==> src/design/ucmc_pkg.sv <==
`timescale 1ns / 1ps

package ucmc_pkg;

  localparam logic [7:0] PROTO_UDP = 8'd17;

  localparam logic [2:0] ST_NOT_UDP       = 3'd0;
  localparam logic [2:0] ST_OTHER_PORT    = 3'd1;
  localparam logic [2:0] ST_RESET_DONE    = 3'd2;
  localparam logic [2:0] ST_RESET_UNKNOWN = 3'd3;
  localparam logic [2:0] ST_COUNTED       = 3'd4;
  localparam logic [2:0] ST_FULL          = 3'd5;

  localparam logic [31:0] COUNT_MAX = 32'hFFFF_FFFF;

  typedef struct packed {
    logic [7:0]  protocol;
    logic [31:0] src_ip;
    logic [15:0] peer_port;
    logic [15:0] dst_port;
    logic        is_shutdown;
  } packet_t;

  typedef struct packed {
    logic [2:0]  status;
    logic [31:0] msg_count;
    logic [3:0]  slot;
  } result_t;

  typedef enum logic [1:0] {
    KIND_NOT_UDP,
    KIND_OTHER_PORT,
    KIND_LOOKUP
  } job_kind_t;

  // Classified packet handed from the front end to the table engine
  typedef struct packed {
    job_kind_t   kind;
    logic [31:0] src_ip;
    logic [15:0] peer_port;
    logic        is_shutdown;
  } job_t;

  typedef struct packed {
    logic [31:0] addr;
    logic [15:0] port;
    logic [31:0] count;
  } entry_t;

endpackage

==> src/design/udp_client_message_counter.sv <==
`timescale 1ns / 1ps

// UDP client message counter.
// Input channel: drive the packet header on item and raise start; the transfer
// happens at a rising edge with start high and busy low. busy rises when the
// two-deep job queue between the front end and the table engine is full.
// Output channel: done is high for exactly one cycle with the result on result;
// the receiver cannot stall, so every result must be taken in that cycle.
// Configuration: cfg_we with cfg_data writes the server port; write only while
// idle.
// Packets that are not UDP or target another port are answered from the idle
// state. A table lookup reads slots from slot 0 upward until the client matches,
// and up to the fill count when it is absent (new client, full table or unknown
// shutdown). The engine reads one table slot per cycle from a single-port table
// memory, takes one ignored packet per cycle while no table lookup is under way,
// and takes no new packet from the queue until a lookup is through.
// Reset clears the server port, the queue and the slot fill count; table slots
// are filled from slot 0 upward and never read beyond the fill count, so the
// table needs no clearing pass.
module udp_client_message_counter #(
  parameter int TABLE_DEPTH = 16
) (
  input  logic              clk,
  input  logic              rst,
  input  logic              cfg_we,
  input  logic [15:0]       cfg_data,
  input  logic              start,
  input  ucmc_pkg::packet_t item,
  output logic              busy,
  output logic              done,
  output ucmc_pkg::result_t result
);

  logic           push;
  logic           pop;
  logic           q_full;
  logic           q_not_empty;
  ucmc_pkg::job_t push_job;
  ucmc_pkg::job_t head_job;

  // Hold the server port and classify each packet on transfer
  ucmc_front u_front (
    .clk      (clk),
    .rst      (rst),
    .cfg_we   (cfg_we),
    .cfg_data (cfg_data),
    .start    (start),
    .item     (item),
    .q_full   (q_full),
    .busy     (busy),
    .push     (push),
    .job      (push_job)
  );

  // Decouple intake from the table walk
  ucmc_queue u_queue (
    .clk       (clk),
    .rst       (rst),
    .push      (push),
    .push_data (push_job),
    .pop       (pop),
    .full      (q_full),
    .not_empty (q_not_empty),
    .head_data (head_job)
  );

  // Search, append or clear clients and advance counts
  ucmc_engine #(
    .TableDepth (TABLE_DEPTH)
  ) u_engine (
    .clk         (clk),
    .rst         (rst),
    .q_not_empty (q_not_empty),
    .q_data      (head_job),
    .pop         (pop),
    .done        (done),
    .result      (result)
  );

endmodule

==> src/design/ucmc_front.sv <==
`timescale 1ns / 1ps

module ucmc_front (
  input  logic             clk,
  input  logic             rst,
  input  logic             cfg_we,
  input  logic [15:0]      cfg_data,
  input  logic             start,
  input  ucmc_pkg::packet_t item,
  input  logic             q_full,
  output logic             busy,
  output logic             push,
  output ucmc_pkg::job_t   job
);

  logic [15:0] listen_port;

  always_ff @(posedge clk) begin
    if (rst) begin
      listen_port <= 16'd0;
    end else if (cfg_we) begin
      listen_port <= cfg_data;
    end
  end

  assign busy = q_full;
  assign push = start && !q_full;

  // Classify on the way in; only UDP to the server port needs the table
  always_comb begin
    job.src_ip      = item.src_ip;
    job.peer_port   = item.peer_port;
    job.is_shutdown = item.is_shutdown;
    if (item.protocol != ucmc_pkg::PROTO_UDP) begin
      job.kind = ucmc_pkg::KIND_NOT_UDP;
    end else if (item.dst_port != listen_port) begin
      job.kind = ucmc_pkg::KIND_OTHER_PORT;
    end else begin
      job.kind = ucmc_pkg::KIND_LOOKUP;
    end
  end

endmodule

==> src/design/ucmc_queue.sv <==
`timescale 1ns / 1ps

module ucmc_queue (
  input  logic           clk,
  input  logic           rst,
  input  logic           push,
  input  ucmc_pkg::job_t push_data,
  input  logic           pop,
  output logic           full,
  output logic           not_empty,
  output ucmc_pkg::job_t head_data
);

  ucmc_pkg::job_t slots [2];
  logic           head;
  logic           tail;
  logic [1:0]     fill;

  assign full      = (fill == 2'd2);
  assign not_empty = (fill != 2'd0);
  assign head_data = slots[head];

  always_ff @(posedge clk) begin
    if (push) begin
      slots[tail] <= push_data;
    end
  end

  always_ff @(posedge clk) begin
    if (rst) begin
      head <= 1'b0;
      tail <= 1'b0;
      fill <= 2'd0;
    end else begin
      if (push) begin
        tail <= ~tail;
      end
      if (pop) begin
        head <= ~head;
      end
      case ({push, pop})
        2'b10:   fill <= fill + 2'd1;
        2'b01:   fill <= fill - 2'd1;
        default: fill <= fill;
      endcase
    end
  end

endmodule

==> src/design/ucmc_engine.sv <==
`timescale 1ns / 1ps

module ucmc_engine #(
  parameter int TableDepth = 16
) (
  input  logic              clk,
  input  logic              rst,
  input  logic              q_not_empty,
  input  ucmc_pkg::job_t    q_data,
  output logic              pop,
  output logic              done,
  output ucmc_pkg::result_t result
);

  localparam int IdxW = (TableDepth > 1) ? $clog2(TableDepth) : 1;
  localparam int CntW = $clog2(TableDepth + 1);

  typedef enum logic {
    S_IDLE,
    S_SEARCH
  } state_t;

  state_t                state;
  ucmc_pkg::job_t        job;
  logic [CntW-1:0]       used;
  logic [CntW-1:0]       issue_idx;
  logic                  pend;
  logic [IdxW-1:0]       pend_idx;

  ucmc_pkg::entry_t      mem [TableDepth];
  ucmc_pkg::entry_t      rd_data;
  logic                  rd_en;
  logic [IdxW-1:0]       rd_idx;
  logic                  wr_en;
  logic [IdxW-1:0]       wr_idx;
  ucmc_pkg::entry_t      wr_data;

  logic                  match;
  logic                  issue_ok;
  logic                  has_room;
  logic [31:0]           inc_count;

  function automatic logic [3:0] low_slot(input logic [IdxW-1:0] idx);
    logic [31:0] wide;
    wide = 32'(idx);
    return wide[3:0];
  endfunction

  always_ff @(posedge clk) begin
    if (wr_en) begin
      mem[wr_idx] <= wr_data;
    end
    if (rd_en) begin
      rd_data <= mem[rd_idx];
    end
  end

  assign pop       = (state == S_IDLE) && q_not_empty;
  assign match     = pend && (rd_data.addr == job.src_ip) && (rd_data.port == job.peer_port);
  assign issue_ok  = (issue_idx < used);
  assign has_room  = (used != CntW'(TableDepth));
  assign inc_count = (rd_data.count == ucmc_pkg::COUNT_MAX) ? ucmc_pkg::COUNT_MAX
                                                             : rd_data.count + 32'd1;

  // Walk the filled slots one read a cycle, compare each read in the cycle after it, then update the match or append
  always_comb begin
    rd_en        = 1'b0;
    rd_idx       = issue_idx[IdxW-1:0];
    wr_en        = 1'b0;
    wr_idx       = pend_idx;
    wr_data.addr = job.src_ip;
    wr_data.port = job.peer_port;
    wr_data.count = job.is_shutdown ? 32'd0 : inc_count;
    if (state == S_SEARCH) begin
      if (match) begin
        wr_en = 1'b1;
      end else if (issue_ok) begin
        rd_en = 1'b1;
      end else if (!job.is_shutdown && has_room) begin
        wr_en         = 1'b1;
        wr_idx        = used[IdxW-1:0];
        wr_data.count = 32'd1;
      end
    end
  end

  always_ff @(posedge clk) begin
    if (rst) begin
      state     <= S_IDLE;
      done      <= 1'b0;
      used      <= '0;
      issue_idx <= '0;
      pend      <= 1'b0;
    end else begin
      case (state)
        S_IDLE: begin
          if (q_not_empty) begin
            job <= q_data;
            case (q_data.kind)
              ucmc_pkg::KIND_NOT_UDP: begin
                done   <= 1'b1;
                result <= '{ucmc_pkg::ST_NOT_UDP, 32'd0, 4'd0};
              end
              ucmc_pkg::KIND_OTHER_PORT: begin
                done   <= 1'b1;
                result <= '{ucmc_pkg::ST_OTHER_PORT, 32'd0, 4'd0};
              end
              default: begin
                done      <= 1'b0;
                issue_idx <= '0;
                pend      <= 1'b0;
                state     <= S_SEARCH;
              end
            endcase
          end else begin
            done <= 1'b0;
          end
        end
        S_SEARCH: begin
          if (match) begin
            done  <= 1'b1;
            pend  <= 1'b0;
            state <= S_IDLE;
            if (job.is_shutdown) begin
              result <= '{ucmc_pkg::ST_RESET_DONE, 32'd0, low_slot(pend_idx)};
            end else begin
              result <= '{ucmc_pkg::ST_COUNTED, inc_count, low_slot(pend_idx)};
            end
          end else if (issue_ok) begin
            done      <= 1'b0;
            pend      <= 1'b1;
            pend_idx  <= issue_idx[IdxW-1:0];
            issue_idx <= issue_idx + CntW'(1);
          end else begin
            done  <= 1'b1;
            pend  <= 1'b0;
            state <= S_IDLE;
            if (job.is_shutdown) begin
              result <= '{ucmc_pkg::ST_RESET_UNKNOWN, 32'd0, 4'd0};
            end else if (!has_room) begin
              result <= '{ucmc_pkg::ST_FULL, 32'd0, 4'd0};
            end else begin
              result <= '{ucmc_pkg::ST_COUNTED, 32'd1, low_slot(used[IdxW-1:0])};
              used   <= used + CntW'(1);
            end
          end
        end
        default: begin
          done  <= 1'b0;
          state <= S_IDLE;
        end
      endcase
    end
  end

endmodule
==> config.mk <==
export PLATFORM = sky130hd
export DESIGN_NAME = udp_client_message_counter
export DESIGN_NICKNAME = d
export VERILOG_FILES = /design/src/design/ucmc_pkg.sv /design/src/design/udp_client_message_counter.sv /design/src/design/ucmc_front.sv /design/src/design/ucmc_queue.sv /design/src/design/ucmc_engine.sv
export SDC_FILE = /design/constraint.sdc
export NUM_CORES = 1
export LEC_CHECK = 0
export BUFFER_PORTS_ARGS = -buffer_cell sky130_fd_sc_hd__buf_2
export CORE_MARGIN = 3
export CORE_UTILIZATION = 55
export CTS_CLUSTER_DIAMETER = 80
export DETAILED_ROUTE_END_ITERATION = 7
export PLACE_DENSITY = 0.74
export SLEW_MARGIN = 0
export SYNTH_ARGS = -nofsm -noshare
export SYNTH_HDL_FRONTEND = slang
export SYNTH_HIERARCHICAL = 1
export SYNTH_SLANG_ARGS = --single-unit
==> constraint.sdc <==
create_clock -name clk -period 11.4 [get_ports clk]
set_clock_uncertainty 0.2 [all_clocks]
set_input_delay 0.57 -clock clk [delete_from_list [all_inputs] [get_ports clk]]
set_output_delay 0.57 -clock clk [all_outputs]
set_load 0.03 [all_outputs]
==> Yosys cells after proc, flatten, opt, wreduce, memory -nomap -nowiden <==
Memory sizes are Yosys's and may differ from the RTL's. A register that Yosys moved wholly into a read port is not among the register bits.
Cells that the tools add are included.
W data, S select, Z words.
{ "word_totals": {"regBits": 125, "latch_bits": 0, "mem_bits_rw": 1382, "romBits": 0, "in_bits": 93, "output_inout_bits": 41, "wordCells": 114, "memories": 2} }
{ "mem_list": {"columns": ["name", "words", "word_bits", "rd", "rd_clocked_by_memory_dff", "wr", "line", "text"], "rows": [
  ["u_engine.mem", 16, 80, 1, 1, 1, "ucmc_engine.sv:30", "ucmc_pkg::entry_t mem [TableDepth];"],
  ["u_queue.slots", 2, 51, 1, 1, 1, "ucmc_queue.sv:14", "ucmc_pkg::job_t slots [2];"]
]} }
{ "op_classes": {"addsub": 5, "multipliers": 0, "n_div": 0, "n_lt_le_gt_ge": 1, "eq_ne": 16, "n_shift": 0, "n_mux": 50, "bitwise": 7, "reduce_logical": 17} }
{ "op_table": {"columns": ["operator", "n"], "rows": [
  ["$mux W39", 5],
  ["$mux W32", 6],
  ["$pmux W39 S2", 2],
  ["$mux W37", 1],
  ["$add A32 B1 Y32 const B", 1],
  ["$eq A32 B32 Y1", 1],
  ["$eq A32 B32 Y1 const B", 1],
  ["$mux W1", 21],
  ["$mux W5", 4],
  ["$eq A16 B16 Y1", 1],
  ["$mux W4", 4],
  ["$ne A16 B16 Y1", 1],
  ["$reduce_and A4 Y1", 3],
  ["$add A5 B1 Y5 const B", 2],
  ["$pmux W5 S2", 1],
  ["$ne A8 B5 Y1 const B", 1],
  ["$not A1 Y1", 7],
  ["$ne A2 B2 Y1 const B", 3],
  ["$ne A3 B3 Y1 const B", 2],
  ["$pmux W1 S2", 3],
  ["$logic_and A1 B1 Y1", 5],
  ["$lt A5 B5 Y1", 1],
  ["$ne A5 B5 Y1 const B", 1],
  ["$reduce_and A5 Y1", 1],
  ["other kinds (13)", 18]
]} }

==> Logic depth before layout (Yosys ltp) <==
{ "depth": {"depth_word": 8, "mapped_depth": 10} }

==> By module <==
Netlist, hierarchy kept.
{ "modules_own_cells": {"columns": ["module", "n_inst", "cells_each", "area_per_inst_um2", "seq_area_each_um2"], "rows": [
  ["ucmc_engine", 1, 2351, 55640.9, 43862.1],
  ["ucmc_queue", 1, 181, 3875.0, 3163.0],
  ["ucmc_front", 1, 129, 1151.1, 320.3]
]} }

==> Least setup slack after synthesis <==
OpenSTA, ideal clock, no wires.
{ "synth_path": {"path_kind": "reg-to-reg", "from": "register u_engine/job[10] (netlist name)", "to": "memory u_engine/mem[11][0] (netlist name) (enable)", "arrival_time_ns": 6.072, "slack_ns": 4.582, "path_stages_with_launch": 8, "path_buffers": 1, "synth_period_minus_slack_ns": 6.818, "cell_sequence": "edfxtp_1 > xor2_1 > nor4_1 > nand4_1 > nor4_4 > clkbuf_1 > nand3_1 > o22ai_1"} }
{ "synth_between": {"elab_chain_len": 6} }
{ "synth_lines": {"columns": ["item", "line", "text"], "rows": [
  ["from (decl)", "ucmc_engine.sv:24", "ucmc_pkg::job_t job;"],
  ["from (signal assigned)", "ucmc_engine.sv:98", "job <= q_data;"],
  ["$eq A16 B16 Y1 *", "ucmc_engine.sv:59", "assign match = pend && (rd_data.addr == job.src_ip) && (rd_data.port == job.peer_port);"],
  ["$logic_and A1 B1 Y1 *", "ucmc_engine.sv:59", null],
  ["$mux W1", "ucmc_engine.sv:75", "if (match) begin"],
  ["$mux W1", "ucmc_engine.sv:74", "if (state == S_SEARCH) begin"],
  ["$mux W1", "ucmc_engine.sv:50", "if (wr_en) begin"],
  ["$mux W1 (implied by the code)", "ucmc_engine.sv:51", "mem[wr_idx] <= wr_data;"],
  ["to (decl)", "ucmc_engine.sv:30", null]
]} }
Mark *: on every way between the ends. The rest lies on a longest branch, timed or not.

==> Worst setup path after layout <==
{ "layout_path": {"from": "register u_engine/job[13] (netlist name)", "to": "memory u_engine/mem[7][50] (netlist name) (enable)"} }
The elaborated chain is that of the path after synthesis.

==> impl_metrics.tcl <==
set metrics [dict create \
    min_to "u_queue/tail" \
    critPathTopFamily "simple AND/OR/NAND/NOR gates" \
    drc 0 \
    critPathSlowestCell "nor4_1" \
    min_from "start" \
    initial_core_util_pct 55.58 \
    io_buffers 133 \
    fin_crit_ns 5.937 \
    synth_nets 2763 \
    postRouteAntennaNets 0 \
    dpl_worst_slack_ns 5.328 \
    die_area_um2 114300 \
    synth_cells 2661 \
    grt_usage_pct 23.54 \
    place_area_um2 63010 \
    p_per_area_nw_per_um2 184.9 \
    fmax_mhz 168.4 \
    die_w_um 338.1 \
    synth_flop_cell "edfxtp_1" \
    clockBufferDepth 3 \
    rows 121 \
    synth_seq_cells 1588 \
    min_path_cells 4 \
    required_ns 11.57 \
    clk_latency_ns 0.76 \
    wl_per_cell_um 29.53 \
    antenna_cells 0 \
    crit_path_frequent_cell "buf_4" \
    gp_congestion 0.8069 \
    fin_cells 4498 \
    r2r_start "u_engine/job[13]" \
    synth_area_um2 60670 \
    synth_edf_count 1554 \
    peakVddDrop_mv 0.1654 \
    cp_cell_sequence "xor2_1, nor4_1, nand4_1, nor4_4, buf_4, nand3_1, o22ai_4, buf_4, buf_4" \
    postLayoutCoreUtil_pct 62.88 \
    yosys_warnings 6 \
    synth.distinct_cells 49 \
    leakage_nw 21.21 \
    cp-end-kind "register" \
    hp-class "input port to register" \
    reg2reg_slack_ns 5.46 \
    setup_violations 0 \
    fin_area_um2 68630 \
    syn_to_final_growth_pct 13.13 \
    slew_headroom_pct 11.70 \
    fin_setup_tns_ns 0 \
    fill_cells 6925 \
    cp.arrival_ns 6.11 \
    grt_pass1_vias 29680 \
    vias 28300 \
    async_flop_share_pct 0 \
    hold_viol 0 \
    h-tree-depth 4 \
    grt_max_degree 123 \
    max_stage_delay_ns 0.82 \
    place_inst 4154 \
    cts_buffers 156 \
    startpoint "u_engine/job[13]" \
    worst_slew_pin_slew_ns 1.325 \
    antenna_found_initial 4 \
    reg2reg_to "u_engine/mem[7][50]" \
    overflow 0 \
    rsz0062_at_grt "no" \
    route.detailed.vias_per_inst 6.291 \
    fin_hold_ws_ns 0.09877 \
    finalPower_mw 12.69 \
    cts_resized 0 \
    worst_slack_ns 5.463 \
    drtPass1Iterations 5 \
    clock_sinks 1588 \
    status "finished, final reports clean" \
    syn_avg_cell_area_um2 22.80 \
    maxCapViolations 0 \
    finalMaxSlewViolations 0 \
    coreArea_um2 109200 \
    io_pins 134 \
    place_hpwl_mm 69.42 \
    cts_tree "yes" \
    finalWirelength_mm 132.8 \
    yosysSeqAreaShare_pct 78.04 \
    cp_max_fo 31 \
    nNetsFinal 3003 \
    cts-root-buf "clkbuf_16" \
    fin_crit_sh_pct 52.08 \
    r2r_cells 9 \
    fp.dieH_um 338.1 \
    first_iter_violations 3470 \
    cts.reportedPaths.clkPinSlew_ns 0.06 \
    start_kind "register" \
    drive_gt1_share_pct 29.52 \
    worstPathBufferInverterCount 3 \
    crit_type "register to register" \
    grt_pass1_wl_mm 197.6 \
]
sequential cells by signal, indices dropped and copies added, names as in the netlist, named ones only:
| register | cells |
|---|---|
| u_engine/state | 1 |
| u_queue/tail | 1 |
| u_queue/slots | 102 |
| u_engine/done | 1 |
| u_engine/pend | 1 |
| u_engine/used | 5 |
| u_engine/job | 49 |
| u_engine/mem | 1280 |
| u_front/listen_port | 16 |
| u_queue/head | 1 |
| u_queue/fill | 2 |
| u_engine/result | 39 |
| u_engine/pend_idx | 4 |
| u_engine/rd_data | 80 |
| u_engine/issue_idx | 5 |
per-layer routing:
| metal | up-vias | global-route usage [%] | share of wire (%) |
|---|---|---|---|
| met1 | 15010 | 33.00 | 38 |
| met2 | 1504 | 38.83 | 51 |
| met4 | 6 | 6.749 | 2.1 |
| li1 | 11560 | - | - |
| met5 | - | 0 | 0.023 |
| met3 | 217 | 3.956 | 8.7 |
cells in the mapped netlist (all sizes together), types with 2 or more instances:
cell,count,share of area [%]
edfxtp,1554,77
mux4,400,15
nor2,96,0.59
buf,93,0.93
clkbuf,77,0.48
xor2,57,0.82
mux2,53,0.98
xnor2,35,0.51
a21oi,34,0.28
dfxtp,34,1.1
mux2i,26,0.43
nand2,26,0.16
nand3,21,0.17
o22ai,18,0.19
nand4,15,0.15
nor4,15,0.19
inv,12,0.074
nor2b,12,0.12
and3,10,0.10
ha,9,0.19
nand3b,7,0.087
and2,6,0.062
nand2b,6,0.062
o21ai,6,0.049
nor3,5,0.041
or2,5,0.052
a21o,4,0.049
nor4b,4,0.068
a31oi,3,0.031
or3,3,0.031
a21boi,2,0.025
a31o,2,0.029
and4,2,0.029
nor3b,2,0.025
or4,2,0.025
placed cells by master, fill, tap and decap left out, drive strengths merged, types with 4 or more instances in the layout:
cell type    Yosys  final
edfxtp        1554   1554
mux4           400    400
clkbuf          77    200
buf             93    187
nor2            96     96
dlygate4sd3      0     65
clkinv           0     58
xor2            57     57
mux2            53     53
xnor2           35     35
a21oi           34     34
dfxtp           34     34
nand2           26     26
mux2i           26     26
nand3           21     21
o22ai           18     18
inv             12     17
nand4           15     15
nor4            15     15
bufinv           0     13
nor2b           12     12
and3            10     10
ha               9      9
nand3b           7      7
nand2b           6      6
o21ai            6      6
and2             6      6
or2              5      5
nor3             5      5
a21o             4      4
nor4b            4      4
repair_timing:
action / 4_1_cts / 5_1_grt
hold endpoints to repair: 114 / 0
hold buffers: 65 / 0
buffers inserted: 0 / 0
power by group:
group	total [mW]	internal (mW)	switching [mW]
clock network	4.99	2.88	2.11
registers	7.05	6.84	0.210
logic	0.647	0.199	0.448
worst reg2reg max path, cell delays in order (launching register included):
cell	delay, ns
edfxtp_1	0.62
xor2_1	0.28
nor4_1	0.82
nand4_1	0.38
nor4_4	0.43
buf_4	0.31
nand3_1	0.38
o22ai_4	0.80
buf_4	0.64
buf_4	0.66
how the worst max path moves through the flow:
stage | cells after the start | end | slack [ns]
finish | 9 | u_engine/mem[7][50] | 5.46
floorplan | 7 | u_engine/mem[11][0] | 4.58
global placement | 9 | u_engine/mem[7][57] | 5.54
global route | 9 | u_engine/mem[7][61] | 5.22
detailed placement | 9 | u_engine/mem[5][61] | 5.33
CTS | 9 | u_engine/mem[7][61] | 5.26
logic make-up (layout without fill, tap and decap cells):
kind of cell	Yosys count	count (layout)	share of synthesized area (%)
buf+inv	182	543	1.485
mux	479	479	16.26
fa+ha+maj	9	9	0.1856
flops	1588	1588	78.04
compound gates	72	72	0.6889
simple gates	239	239	2.009
xor+xnor	92	92	1.328
cell type report:
cell class | instances | area, µm² | area share [%]
Sequential cell | 1588 | 47360 | 69.01
Multi-Input combinational cell | 891 | 12670 | 18.46
Clock buffer | 200 | 4154 | 6.052
Tap cell | 1476 | 1847 | 2.691
Timing Repair Buffer | 252 | 1734 | 2.527
Clock inverter | 79 | 822.0 | 1.198
Inverter | 12 | 47.55 | 0.06927
No activity file was read; power rests on OpenSTA's default activity.
